===== config.mk =====
export PLATFORM = sky130hd
export DESIGN_NAME = imap_command_line_classifier
export DESIGN_NICKNAME = d
export VERILOG_FILES = /design/src/rtl/imap_clc_pkg.sv /design/src/rtl/imap_command_line_classifier.sv /design/src/rtl/imap_clc_keyword.sv /design/src/rtl/imap_clc_parser.sv
export SDC_FILE = /design/constraint.sdc
export NUM_CORES = 1
export LEC_CHECK = 0
export ABC_AREA = 1
export ABC_CLOCK_PERIOD_IN_PS = 5300
export BUFFER_PORTS_ARGS = -buffer_cell sky130_fd_sc_hd__buf_2
export CAP_MARGIN = 20
export CORE_MARGIN = 2
export CORE_UTILIZATION = 50
export CTS_BUF_LIST = sky130_fd_sc_hd__clkbuf_16
export DETAILED_ROUTE_END_ITERATION = 16
export PLACE_DENSITY = 0.71
export SETUP_SLACK_MARGIN = 0.02
export SLEW_MARGIN = 10
export SYNTH_ARGS = -nofsm -noshare
export SYNTH_HDL_FRONTEND = slang
export SYNTH_HIERARCHICAL = 1
export SYNTH_SLANG_ARGS = --single-unit

===== constraint.sdc =====
create_clock -name clock -period 5.3 [get_ports clock]
set_clock_uncertainty 0.1 [all_clocks]
set_input_delay 0 -clock clock [delete_from_list [all_inputs] [get_ports clock]]
set_output_delay 0 -clock clock [all_outputs]
set_load 0.005 [all_outputs]

===== src/rtl/imap_clc_pkg.sv =====
`default_nettype none
package imap_clc_pkg;

   // Line bound; every byte and tag count saturates here.
   localparam int MAX_LINE = 1024;
   localparam int CNT_W    = 11;
   localparam int NUM_KW   = 22;
   localparam int KW_MAX   = 12;
   localparam int POS_W    = 4;
   localparam int CODE_W   = 5;

   localparam logic [CNT_W-1:0]  CNT_MAX        = CNT_W'(MAX_LINE);
   localparam logic [POS_W-1:0]  POS_SAT        = '1;
   localparam logic [NUM_KW-1:0] ALL_CANDIDATES = '1;
   localparam logic [7:0]        SPACE          = 8'h20;
   localparam logic [7:0]        CASE_OFFSET    = 8'h20;

   typedef enum logic [2:0] {
      PH_LEAD = 3'd0,
      PH_TAG  = 3'd1,
      PH_GAP1 = 3'd2,
      PH_WORD = 3'd3,
      PH_GAP2 = 3'd4,
      PH_ARGS = 3'd5
   } phase_type;

   typedef enum logic [1:0] {
      ST_OK      = 2'd0,
      ST_NO_TAG  = 2'd1,
      ST_UNKNOWN = 2'd2
   } status_type;

   localparam logic [CODE_W-1:0] CODE_UNKNOWN = '0;

   typedef struct packed {
      status_type        status;
      logic [CODE_W-1:0] command_code;
      logic [CNT_W-1:0]  tag_length;
      logic              has_arguments;
      logic [CNT_W-1:0]  argument_offset;
   } result_type;

   // Keyword text, left-aligned, first character in the top byte, zero padded.
   localparam logic [8*KW_MAX-1:0] KW_TEXT [NUM_KW] = '{
      {"noop",         64'd0},
      {"starttls",     32'd0},
      {"select",       48'd0},
      {"status",       48'd0},
      {"store",        56'd0},
      {"subscribe",    24'd0},
      {"authenticate"       },
      {"append",       48'd0},
      {"login",        56'd0},
      {"list",         64'd0},
      {"lsub",         64'd0},
      {"logout",       48'd0},
      {"examine",      40'd0},
      {"create",       48'd0},
      {"check",        56'd0},
      {"close",        56'd0},
      {"copy",         64'd0},
      {"capability",   16'd0},
      {"delete",       48'd0},
      {"unsubscribe",   8'd0},
      {"uid",          72'd0},
      {"fetch",        56'd0}
   };

   localparam logic [POS_W-1:0] KW_LEN [NUM_KW] = '{
      4'd4, 4'd8, 4'd6, 4'd6, 4'd5, 4'd9, 4'd12, 4'd6, 4'd5, 4'd4, 4'd4,
      4'd6, 4'd7, 4'd6, 4'd5, 4'd5, 4'd4, 4'd10, 4'd6, 4'd11, 4'd3, 4'd5
   };

   function automatic logic [7:0] kw_char(input logic [8*KW_MAX-1:0] text,
                                          input logic [POS_W-1:0] pos);
      logic [7:0] ch;
      ch = '0;
      if (int'(pos) < KW_MAX) begin
         ch = text[8*(KW_MAX-1-int'(pos)) +: 8];
      end
      return ch;
   endfunction

   function automatic logic [CNT_W-1:0] sat_inc(input logic [CNT_W-1:0] v);
      return (v < CNT_MAX) ? v + CNT_W'(1) : CNT_MAX;
   endfunction

endpackage
`default_nettype wire


===== src/rtl/imap_command_line_classifier.sv =====
// Order: a transferred byte waits in the input register and is parsed as it leaves it;
//   rsp_tvalid rises at the same edge at which the final byte leaves the input register.
// Throughput: one byte per cycle while no final byte waits for room in the result register,
//   set by the single-pass parse between input and result register; one result per line.
// Reset: synchronous, active high; clears both valid flags and the parse state.
`default_nettype none
module imap_command_line_classifier (
   input  wire logic        clock,
   input  wire logic        reset,
   input  wire logic        req_tvalid,
   output      logic        req_tready,
   input  wire logic [7:0]  req_tdata,   // [7:0] line_byte
   input  wire logic        req_tlast,   // end_of_line
   output      logic        rsp_tvalid,
   input  wire logic        rsp_tready,
   output      logic [31:0] rsp_tdata    // [1:0] status, [6:2] command_code,
                                         // [17:7] tag_length, [18] has_arguments,
                                         // [29:19] argument_offset, [31:30] zero
);
   import imap_clc_pkg::*;

   // Input register: holds one byte until the parser takes it.
   logic       in_valid_ff, in_valid_in;
   logic [7:0] in_byte_ff;
   logic       in_last_ff;

   // Result register: holds a finished line summary until the sink takes it.
   logic       out_valid_ff, out_valid_in;
   result_type out_result_ff;

   result_type parse_result;
   logic       req_xfer;
   logic       advance;

   // Bytes that end no line never touch the result register, so they move
   // on even while a result waits; only the final byte waits for room.
   assign advance    = in_valid_ff && (!in_last_ff || !out_valid_ff || rsp_tready);
   assign req_tready = !in_valid_ff || advance;
   assign req_xfer   = req_tvalid && req_tready;

   always_comb begin
      in_valid_in = in_valid_ff;
      if (req_xfer) in_valid_in = 1'b1;
      else if (advance) in_valid_in = 1'b0;
   end

   always_comb begin
      out_valid_in = out_valid_ff;
      if (advance && in_last_ff) out_valid_in = 1'b1;
      else if (rsp_tready) out_valid_in = 1'b0;
   end

   imap_clc_parser u_parser (
      .clock       (clock),
      .reset       (reset),
      .step        (advance),
      .line_byte   (in_byte_ff),
      .end_of_line (in_last_ff),
      .result      (parse_result)
   );

   always_ff @(posedge clock) begin
      if (reset) begin
         in_valid_ff  <= 1'b0;
         out_valid_ff <= 1'b0;
      end else begin
         in_valid_ff  <= in_valid_in;
         out_valid_ff <= out_valid_in;
      end
   end

   // Payload: load on transfer, no reset needed.
   always_ff @(posedge clock) begin
      if (req_xfer) begin
         in_byte_ff <= req_tdata;
         in_last_ff <= req_tlast;
      end
      if (advance && in_last_ff) begin
         out_result_ff <= parse_result;
      end
   end

   assign rsp_tvalid = out_valid_ff;
   assign rsp_tdata  = {2'b00,
                        out_result_ff.argument_offset,
                        out_result_ff.has_arguments,
                        out_result_ff.tag_length,
                        out_result_ff.command_code,
                        out_result_ff.status};

   // A final byte that leaves the input register always yields a result.
   a_last_gives_result: assert property (@(posedge clock) disable iff (reset)
      advance && in_last_ff |=> out_valid_ff)
      else $error("final byte parsed without a result");

   // Only an ok line carries a command code and argument data.
   a_fail_clears_fields: assert property (@(posedge clock) disable iff (reset)
      out_valid_ff && out_result_ff.status != ST_OK |->
         out_result_ff.command_code == CODE_UNKNOWN &&
         !out_result_ff.has_arguments && out_result_ff.argument_offset == '0)
      else $error("failed line reports command fields");

   a_ok_has_code: assert property (@(posedge clock) disable iff (reset)
      out_valid_ff && out_result_ff.status == ST_OK |->
         out_result_ff.command_code != CODE_UNKNOWN)
      else $error("ok status with unknown command");

   a_tag_bound: assert property (@(posedge clock) disable iff (reset)
      out_valid_ff |-> out_result_ff.tag_length <= CNT_MAX)
      else $error("tag length beyond line bound");

endmodule
`default_nettype wire


===== src/rtl/imap_clc_keyword.sv =====
`default_nettype none
module imap_clc_keyword (
   input  wire logic                              feed,
   input  wire logic                              start,
   input  wire logic [imap_clc_pkg::NUM_KW-1:0]   mask,
   input  wire logic [imap_clc_pkg::POS_W-1:0]    pos,
   input  wire logic [7:0]                        line_byte,
   output      logic [imap_clc_pkg::NUM_KW-1:0]   mask_next,
   output      logic [imap_clc_pkg::POS_W-1:0]    pos_next,
   output      logic [imap_clc_pkg::CODE_W-1:0]   code
);
   import imap_clc_pkg::*;

   logic [NUM_KW-1:0] mask_base;
   logic [POS_W-1:0]  pos_base;
   logic [7:0]        lower;

   // Fold ASCII upper case onto lower case; everything else compares as is.
   always_comb begin
      lower = line_byte;
      if (line_byte inside {[8'h41:8'h5A]}) begin
         lower = line_byte + CASE_OFFSET;
      end
   end

   always_comb begin
      mask_base = start ? ALL_CANDIDATES : mask;
      pos_base  = start ? '0 : pos;
      mask_next = mask_base;
      pos_next  = pos_base;
      if (feed) begin
         for (int k = 0; k < NUM_KW; k++) begin
            if (pos_base >= KW_LEN[k] || kw_char(KW_TEXT[k], pos_base) != lower) begin
               mask_next[k] = 1'b0;
            end
         end
         pos_next = (pos_base < POS_SAT) ? pos_base + POS_W'(1) : POS_SAT;
      end
   end

   // Lowest surviving keyword whose length equals the word length wins.
   always_comb begin
      code = CODE_UNKNOWN;
      for (int k = NUM_KW - 1; k >= 0; k--) begin
         if (mask_next[k] && KW_LEN[k] == pos_next) begin
            code = CODE_W'(k + 1);
         end
      end
   end

endmodule
`default_nettype wire


===== src/rtl/imap_clc_parser.sv =====
`default_nettype none
module imap_clc_parser (
   input  wire logic                     clock,
   input  wire logic                     reset,
   input  wire logic                     step,
   input  wire logic [7:0]               line_byte,
   input  wire logic                     end_of_line,
   output      imap_clc_pkg::result_type result
);
   import imap_clc_pkg::*;

   phase_type         phase_ff, phase_in;
   logic [CNT_W-1:0]  tag_count_ff, tag_count_in;
   logic [CNT_W-1:0]  byte_index_ff, byte_index_in;
   logic [POS_W-1:0]  kw_pos_ff, kw_pos_in;
   logic [NUM_KW-1:0] cand_mask_ff, cand_mask_in;
   logic [CNT_W-1:0]  args_start_ff, args_start_in;
   logic              args_seen_ff, args_seen_in;

   logic              is_space;
   logic              kw_feed;
   logic              kw_start;
   logic [CODE_W-1:0] kw_code;

   assign is_space = (line_byte == SPACE);
   assign kw_start = (phase_ff == PH_GAP1);
   assign kw_feed  = !is_space && (phase_ff == PH_GAP1 || phase_ff == PH_WORD);

   imap_clc_keyword u_keyword (
      .feed      (kw_feed),
      .start     (kw_start),
      .mask      (cand_mask_ff),
      .pos       (kw_pos_ff),
      .line_byte (line_byte),
      .mask_next (cand_mask_in),
      .pos_next  (kw_pos_in),
      .code      (kw_code)
   );

   // Next phase and counters.
   always_comb begin
      phase_in      = phase_ff;
      tag_count_in  = tag_count_ff;
      args_start_in = args_start_ff;
      args_seen_in  = args_seen_ff;
      byte_index_in = sat_inc(byte_index_ff);
      case (phase_ff)
         PH_LEAD: begin
            if (!is_space) begin
               tag_count_in = CNT_W'(1);
               phase_in     = PH_TAG;
            end
         end
         PH_TAG: begin
            if (is_space) phase_in = PH_GAP1;
            else tag_count_in = sat_inc(tag_count_ff);
         end
         PH_GAP1: begin
            if (!is_space) phase_in = PH_WORD;
         end
         PH_WORD: begin
            if (is_space) phase_in = PH_GAP2;
         end
         PH_GAP2: begin
            if (!is_space) begin
               args_seen_in  = 1'b1;
               args_start_in = byte_index_ff;
               phase_in      = PH_ARGS;
            end
         end
         default: begin
            phase_in = PH_ARGS;
         end
      endcase
   end

   // Line summary, taken from the state after this byte.
   always_comb begin
      result = '{status: ST_NO_TAG, command_code: CODE_UNKNOWN,
                 tag_length: tag_count_in, has_arguments: 1'b0,
                 argument_offset: '0};
      if (!(phase_in == PH_LEAD || phase_in == PH_TAG || phase_in == PH_GAP1)) begin
         if (kw_code == CODE_UNKNOWN) begin
            result.status = ST_UNKNOWN;
         end else begin
            result.status          = ST_OK;
            result.command_code    = kw_code;
            result.has_arguments   = args_seen_in;
            result.argument_offset = args_seen_in ? args_start_in : '0;
         end
      end
   end

   always_ff @(posedge clock) begin
      if (reset || (step && end_of_line)) begin
         phase_ff      <= PH_LEAD;
         tag_count_ff  <= '0;
         byte_index_ff <= '0;
         kw_pos_ff     <= '0;
         cand_mask_ff  <= ALL_CANDIDATES;
         args_start_ff <= '0;
         args_seen_ff  <= 1'b0;
      end else if (step) begin
         phase_ff      <= phase_in;
         tag_count_ff  <= tag_count_in;
         byte_index_ff <= byte_index_in;
         kw_pos_ff     <= kw_pos_in;
         cand_mask_ff  <= cand_mask_in;
         args_start_ff <= args_start_in;
         args_seen_ff  <= args_seen_in;
      end
   end

endmodule
`default_nettype wire

==> out/qor.txt, run 1 <==
status = finished clean
Crit path buffers/inverters = 7
main flop type after synthesis = dfxtp_1
Mean Syn Cell Area = 6.452 um^2
placed cell count = 1451
Max Buffers Root-to-Sink = 2
WL final = 26220 um
Synth Cell Area = 0.007820 mm^2
Pleak = 4.179 nW
hold-critical path depth = 3
RSZ-0062 raised after global routing = false
worst slew pin tran = 584.1 ps
Initial DRC Count = 1366
Slew Limit Fails = 0
Hold Violations, Final = 0
Worst setup SP type = flop
Setup TNS Final = 0 ps
top cells by area, synth = dfxtp_1 17%, nand2_1 17%, edfxtp_1 15%, nand3_1 8.3%, nor2_1 6.6%
Most common cell on crit path = nand2_1
gp weighted congestion = 1.022
CTS H-Tree Depth = 3
DRT antenna net count = 0
fin crit period = 4833 ps
setup bufs post-CTS = 0
first-pass GRT wire length = 41050 um
crit share post-route = 91.19%
die extent in x = 129.1 um
fmax = 206.9 MHz
fraction of layout cells with a size suffix above 1 = 13.56%
DR vias = 8311
Post-Layout Cell Count = 1480
Syn Inst Count = 1212
met2 GRT Util = 46.13%
GR Util met1 = 49.47%
vias in the first global route = 7448
drt first pass iters = 6
register area share after synthesis = 31.62%
asr flop ratio synth = 0%
CP Launch Point = u_parser/phase_ff[0]$_SDFFE_PP0P_
CTS clk-pin slew, worst paths = 80 ps
post-layout net count = 1286
IO Count = 47
drt drc = 0
worst-path fanout max = 13
largest net degree at the start of global routing = 50
post-synth cell types = 46
row cnt = 45
Die Ht = 129.1 um
Worst R2R Setup Slack = 470 ps
Vias/cell = 5.616
Min-Delay Endpoint = in_byte_ff[5]$_DFFE_PP_
commonest cells after routing, fill and taps aside = 346 x nand2_1, 137 x nor2_1, 130 x nand3_1
top cell type by total area after synthesis = dfxtp_1
max_cap viols = 0
Hold Startpoint = req_tvalid
clk_lat worst skew = 350 ps
Syn-to-layout area delta = 11.78%
number of synthesized register bits = 104
RR Endpoint = rsp_tdata[25]$_DFFE_PP_
Num CTS Buffers = 9
Post-synth EDFFs = 39
type of element capturing the critical path = flop
CP max-delay cell = a2111oi_2
clk root buf = clkbuf_16
crit path DAT = 4830 ps
Initial Util = 51.25%
die area = 0.01666 mm^2
final setup fails = 0
Core ar. = 0.01526 mm^2
M3 GR Usage = 7.680%
FF-to-FF path depth = 26
Slew HR = 61.06%
Sink Count = 104
Syn. warnings = 6
worst path required time = 5290 ps
Overflow after GRT = 0
WHS = 97.66 ps
busiest grt layer = met1
initial antenna violation count = 0
worst reg2reg startpoint = u_parser/phase_ff[0]$_SDFFE_PP0P_
Crit path max-delay family = simple AND/OR/NAND/NOR gates
max incr delay on CP = 420 ps
Tightest Hold Check Type = in -> reg
port bufs = 44
TritonCTS clock tree = built
share of the synthesized area in the top cell type = 16.64%
Wirelength per Cell = 17.71 um
Filler cells = 1463
Peak VDD IR = 0.1756 mV
WS Path Type = reg -> reg
commonest non-fill, non-tap cell in the layout = nand2_1
Pwr Density = 197.4 mW/mm^2
DP HPWL = 19740 um
Total GRT Usage = 32.07%
-- how the worst max path moves through the flow --
stage / end / cells after the start
floorplan: rsp_tdata[25]$_DFFE_PP_ / 33
global placement: rsp_tdata[25]$_DFFE_PP_ / 26
detailed placement: rsp_tdata[25]$_DFFE_PP_ / 26
CTS: rsp_tdata[25]$_DFFE_PP_ / 26
global route: rsp_tdata[18]$_DFFE_PP_ / 28
finish: rsp_tdata[25]$_DFFE_PP_ / 26
-- cell usage after synthesis (2+ instances only) --
cell type,count
o21ai_0,48
edfxtp_1,39
nand2_4,6
a211oi_1,9
o21ai_1,9
nor3_1,17
dfxtp_1,65
nor2_4,6
nand4_1,22
xor2_1,41
buf_2,21
o22ai_1,2
ha_1,10
nor2_1,138
nor4_1,7
a21oi_2,13
buf_4,6
nor2_2,6
inv_1,119
nand2_2,14
nand2_1,346
nand4_2,2
o21ai_2,2
a2111oi_0,4
a21oi_1,67
buf_6,5
clkbuf_1,12
buf_1,6
a31oi_1,3
nand3_2,4
nand3_1,130
nor3_2,4
nor3b_1,2
inv_2,15
-- layout make-up --
type | count | area, um^2 | share of cell area [%]
clock buffer | 9 | 225.2 | 2.577
sequential | 104 | 2472 | 28.29
inverter | 136 | 515.5 | 5.898
multi-input combinational | 922 | 4593 | 52.55
tap | 211 | 264.0 | 3.020
antenna | 1 | 2.502 | 0.02863
clock inverter | 7 | 52.55 | 0.6012
timing repair buffer | 90 | 615.6 | 7.043
-- worst reg2reg max path, cell delays in order (launching register included) --
cell	delay [ps]
dfxtp_1	360
nor2_1	190
nand2_1	90
inv_1	180
buf_4	210
nor2_4	90
ha_1	230
inv_2	260
nand3_2	150
inv_2	270
nand2_1	220
inv_1	120
nor2_1	70
a2111oi_2	420
nand4_1	180
a21oi_1	230
nand2_1	100
nand2_1	100
inv_1	40
nand2_1	70
nand2_1	50
nand2_1	70
a21oi_2	70
nor4_1	270
inv_1	110
nand2_2	230
nor2_1	80
-- through the flow --
stage / cell area, um^2 / util, % / setup slack, ps / power, mW
final: 8741 / 57.29 / 466.8 / 1.726
after global routing: 8738 / 57.27 / 44.14 / 1.792
after CTS: 8717 / 57.13 / 251.6 / 1.725
after detailed placement: 8319 / 54.52 / 295.6 / 1.103
after global placement: 8292 / 54.34 / 280.1 / 1.102
after floorplan: 7824 / - / 1217 / 1.033
-- metal layers --
metal | vias to the layer above | wire [um]
li1 | 4061 | -
met1 | 3778 | 12540
met2 | 436 | 10730
met3 | 36 | 2635
met4 | 0 | 303
met5 | - | 0
-- timing repair --
item                                    in CTS  in global routing
endpoints found under the setup margin       0                 12
hold buffers                                12                  0
endpoints found under the hold margin       11                  0
resized for setup                            0                  7
-- registers in the layout, summed over array words and instances, names as in the netlist --
register                flops
in_last_ff                  1
u_parser/args_seen_ff       1
u_parser/tag_count_ff      11
in_byte_ff                  8
u_parser/phase_ff           3
u_parser/kw_pos_ff          4
u_parser/args_start_ff     11
in_valid_ff                 1
rsp_tvalid                  1
rsp_tdata                  30
u_parser/byte_index_ff     11
u_parser/cand_mask_ff      22
-- power by group --
group	leakage, nW	internal [mW]	switching (mW)
registers	0.898	0.853	0.0235
clock network	0.141	0.324	0.301
logic	3.14	0.0750	0.149
total	4.18	1.25	0.474
-- kinds of logic after synthesis --
kind of cell | after synthesis | share of synthesized area, %
flops | 104 | 31.62
fa+ha+maj | 10 | 1.600
compound gates | 162 | 11.84
other cells | 1 | 0.04795
xor+xnor | 41 | 4.592
simple gates | 707 | 40.14
buf+inv | 187 | 10.16
Power figures use the tool's default switching activity.
==> run 2: changes to the inputs <==
Settings changed: GPL_ROUTABILITY_DRIVEN set to 0, SYNTH_HIERARCHICAL 1 to not set.
==> run 2 against run 1 <==
Against the previous run: flip-flop and latch count unchanged; combinational power grew to 2.5 times the previous value; clock power grew 9.8%; critical endpoint is now rsp_tdata[19]$_SDFFCE_PP0P_; critical path depth decreased by 5; count of clock-buffer cells in the layout up 1; largest power group unchanged; area after synthesis is 0.29% higher; highest routed layer unchanged; cell area down 1.1%; largest cell class unchanged.
==> out/qor.txt, run 2 <==
Tightest Hold Check Type = in -> reg
type of element capturing the critical path = flop
Total GRT Usage = 28.31%
Pleak = 4.002 nW
drt drc = 0
Overflow after GRT = 0
CTS clk-pin slew, worst paths = 80 ps
status = finished clean
crit share post-route = 89.01%
CP Launch Point = u_parser.phase_ff[1]$_SDFFE_PP0P_
Pwr Density = 246.5 mW/mm^2
max_cap viols = 0
Mean Syn Cell Area = 6.596 um^2
WHS = 80.24 ps
max reg flops = 30
clk_lat worst skew = 350 ps
fin crit period = 4718 ps
fmax = 212.0 MHz
Peak VDD IR = 0.2828 mV
antenna cells = 0
Core ar. = 0.01526 mm^2
Vias/cell = 5.603
register area share after synthesis = 31.53%
Post-synth EDFFs = 39
fraction of layout cells with a size suffix above 1 = 12.99%
Synth Cell Area = 0.007843 mm^2
Syn-to-layout area delta = 10.26%
crit path DAT = 4720 ps
first-pass GRT wire length = 37360 um
die area = 0.01670 mm^2
number of synthesized register bits = 104
Num CTS Buffers = 9
Final Total Pwr = 2.132 mW
Slew Limit Fails = 0
RSZ-0062 raised after global routing = false
main flop type after synthesis = dfxtp_1
row cnt = 45
Syn. warnings = 0
WL final = 22960 um
DRT antenna net count = 0
DR vias = 8041
Filler cells = 1479
post-cts resize count = 0
Hold Violations, Final = 0
final setup fails = 0
initial antenna violation count = 0
Slew HR = 51.71%
DP HPWL = 16450 um
TritonCTS clock tree = built
post-synth cell types = 57
IO Count = 47
Sink Count = 104
CTS H-Tree Depth = 3
top cell type by total area after synthesis = dfxtp_1
Syn Inst Count = 1189
largest net degree at the start of global routing = 65
multi-input logic area = 0.004553 mm^2
worst path required time = 5300 ps
port bufs = 44
vias in the first global route = 7431
Setup TNS Final = 0 ps
post-layout net count = 1243
worst-path fanout max = 13
die extent in x = 129.2 um
commonest cells after routing, fill and taps aside = 308 x nand2_1, 132 x nand3_1, 129 x inv_1
Initial DRC Count = 812
Die Ht = 129.2 um
final core occ = 56.67%
share of the synthesized area in the top cell type = 16.59%
Reg area = 0.002472 mm^2
worst reg2reg startpoint = u_parser.phase_ff[1]$_SDFFE_PP0P_
Hold Startpoint = req_tvalid
asr flop ratio synth = 0%
Post-synth top cells = 308 x nand2_1, 132 x nand3_1, 129 x inv_1
Wirelength per Cell = 16.00 um
top cells by area, synth = dfxtp_1 17%, edfxtp_1 15%, nand2_1 15%, nand3_1 8.4%, inv_1 6.2%
worst slew pin tran = 722.4 ps
clk root buf = clkbuf_16
WS Path Type = reg -> reg
Max Buffers Root-to-Sink = 2
drt first pass iters = 5
Initial Util = 51.40%
commonest non-fill, non-tap cell in the layout = nand2_1
Worst setup SP type = flop
top-count cell post-synth = nand2_1
-- run 2: kinds of logic (layout without fill, tap and decap cells) --
| kind of cell | Yosys count | after routing | share of synthesized area, % |
|---|---|---|---|
| adders and majority gates | 11 | 11 | 1.755 |
| other | 1 | 2 | 0.04782 |
| and+or+nand+nor | 639 | 639 | 37.30 |
| AOI/OAI and AO/OA | 202 | 202 | 15.19 |
| buffers and inverters | 200 | 234 | 10.61 |
| xor gates and xnor gates | 32 | 32 | 3.574 |
| DFF | 104 | 104 | 31.53 |
-- run 2: metrics by stage --
step	setup slack [ps]	instances	cell area, um^2
6_report	582.3	1435	8647
5_1_grt	126.5	1435	8647
4_1_cts	651.0	1435	8647
3_5_place_dp	650.2	1407	8203
3_3_place_gp	809.9	1406	8175
2_1_floorplan	1492	1190	7846
-- run 2: worst paths after layout --
check                                            to  slack, ps  cells past startpoint
max                     rsp_tdata[19]$_SDFFCE_PP0P_        580                     21
min                         in_byte_ff[4]$_DFFE_PP_         80                      3
max reg2reg             rsp_tdata[19]$_SDFFCE_PP0P_        580                     21
min reg2reg  u_parser.args_start_ff[8]$_SDFFE_PP0P_        350                      2
-- run 2: per-layer routing --
metal  up-vias  routed length [um]  share of wire (%)  GRT usage, %
met5         -                   0                  0             0
met4         0                1145                5.0         14.51
met3        93                2181                9.5         5.615
met2       404                9909                 43         43.31
met1      3580                9723                 42         38.07
li1       3964                   -                  -             -
-- run 2: critical path, cell delays in order (launching register included) --
cell and delay [ps]:
dfxtp_1 450, nand3_4 300, nand2_2 230, inv_2 100, ha_1 350, inv_2 310, nand4_1 230, o21bai_2 510
nand2_2 160, xor2_1 170, a21oi_1 120, nand3_1 120, a21boi_1 190, nand2_1 150, nand4_1 140, nor2_1 70
o21ai_1 80, nand2_1 80, a21oi_2 120, nand3_2 120, nand3_2 280, nor2_1 90
-- run 2: timing repair --
action / CTS / global route
setup buffers: 0 / 0
hold buffers: 12 / 0
endpoints found under the hold margin: 11 / 0
-- run 2: area by class of cell --
type,instances,share of cell area (%)
inverter,146,6.396
tap,211,3.053
sequential,104,28.59
clock inverter,6,0.8537
timing repair buffer,72,5.556
multi-input combinational,886,52.66
clock buffer,10,2.894
-- run 2: power by group --
group | internal [mW] | switching (mW)
Sequential | 0.856 | 0.0264
Combinational | 0.181 | 0.383
Clock | 0.362 | 0.324
Total | 1.40 | 0.733
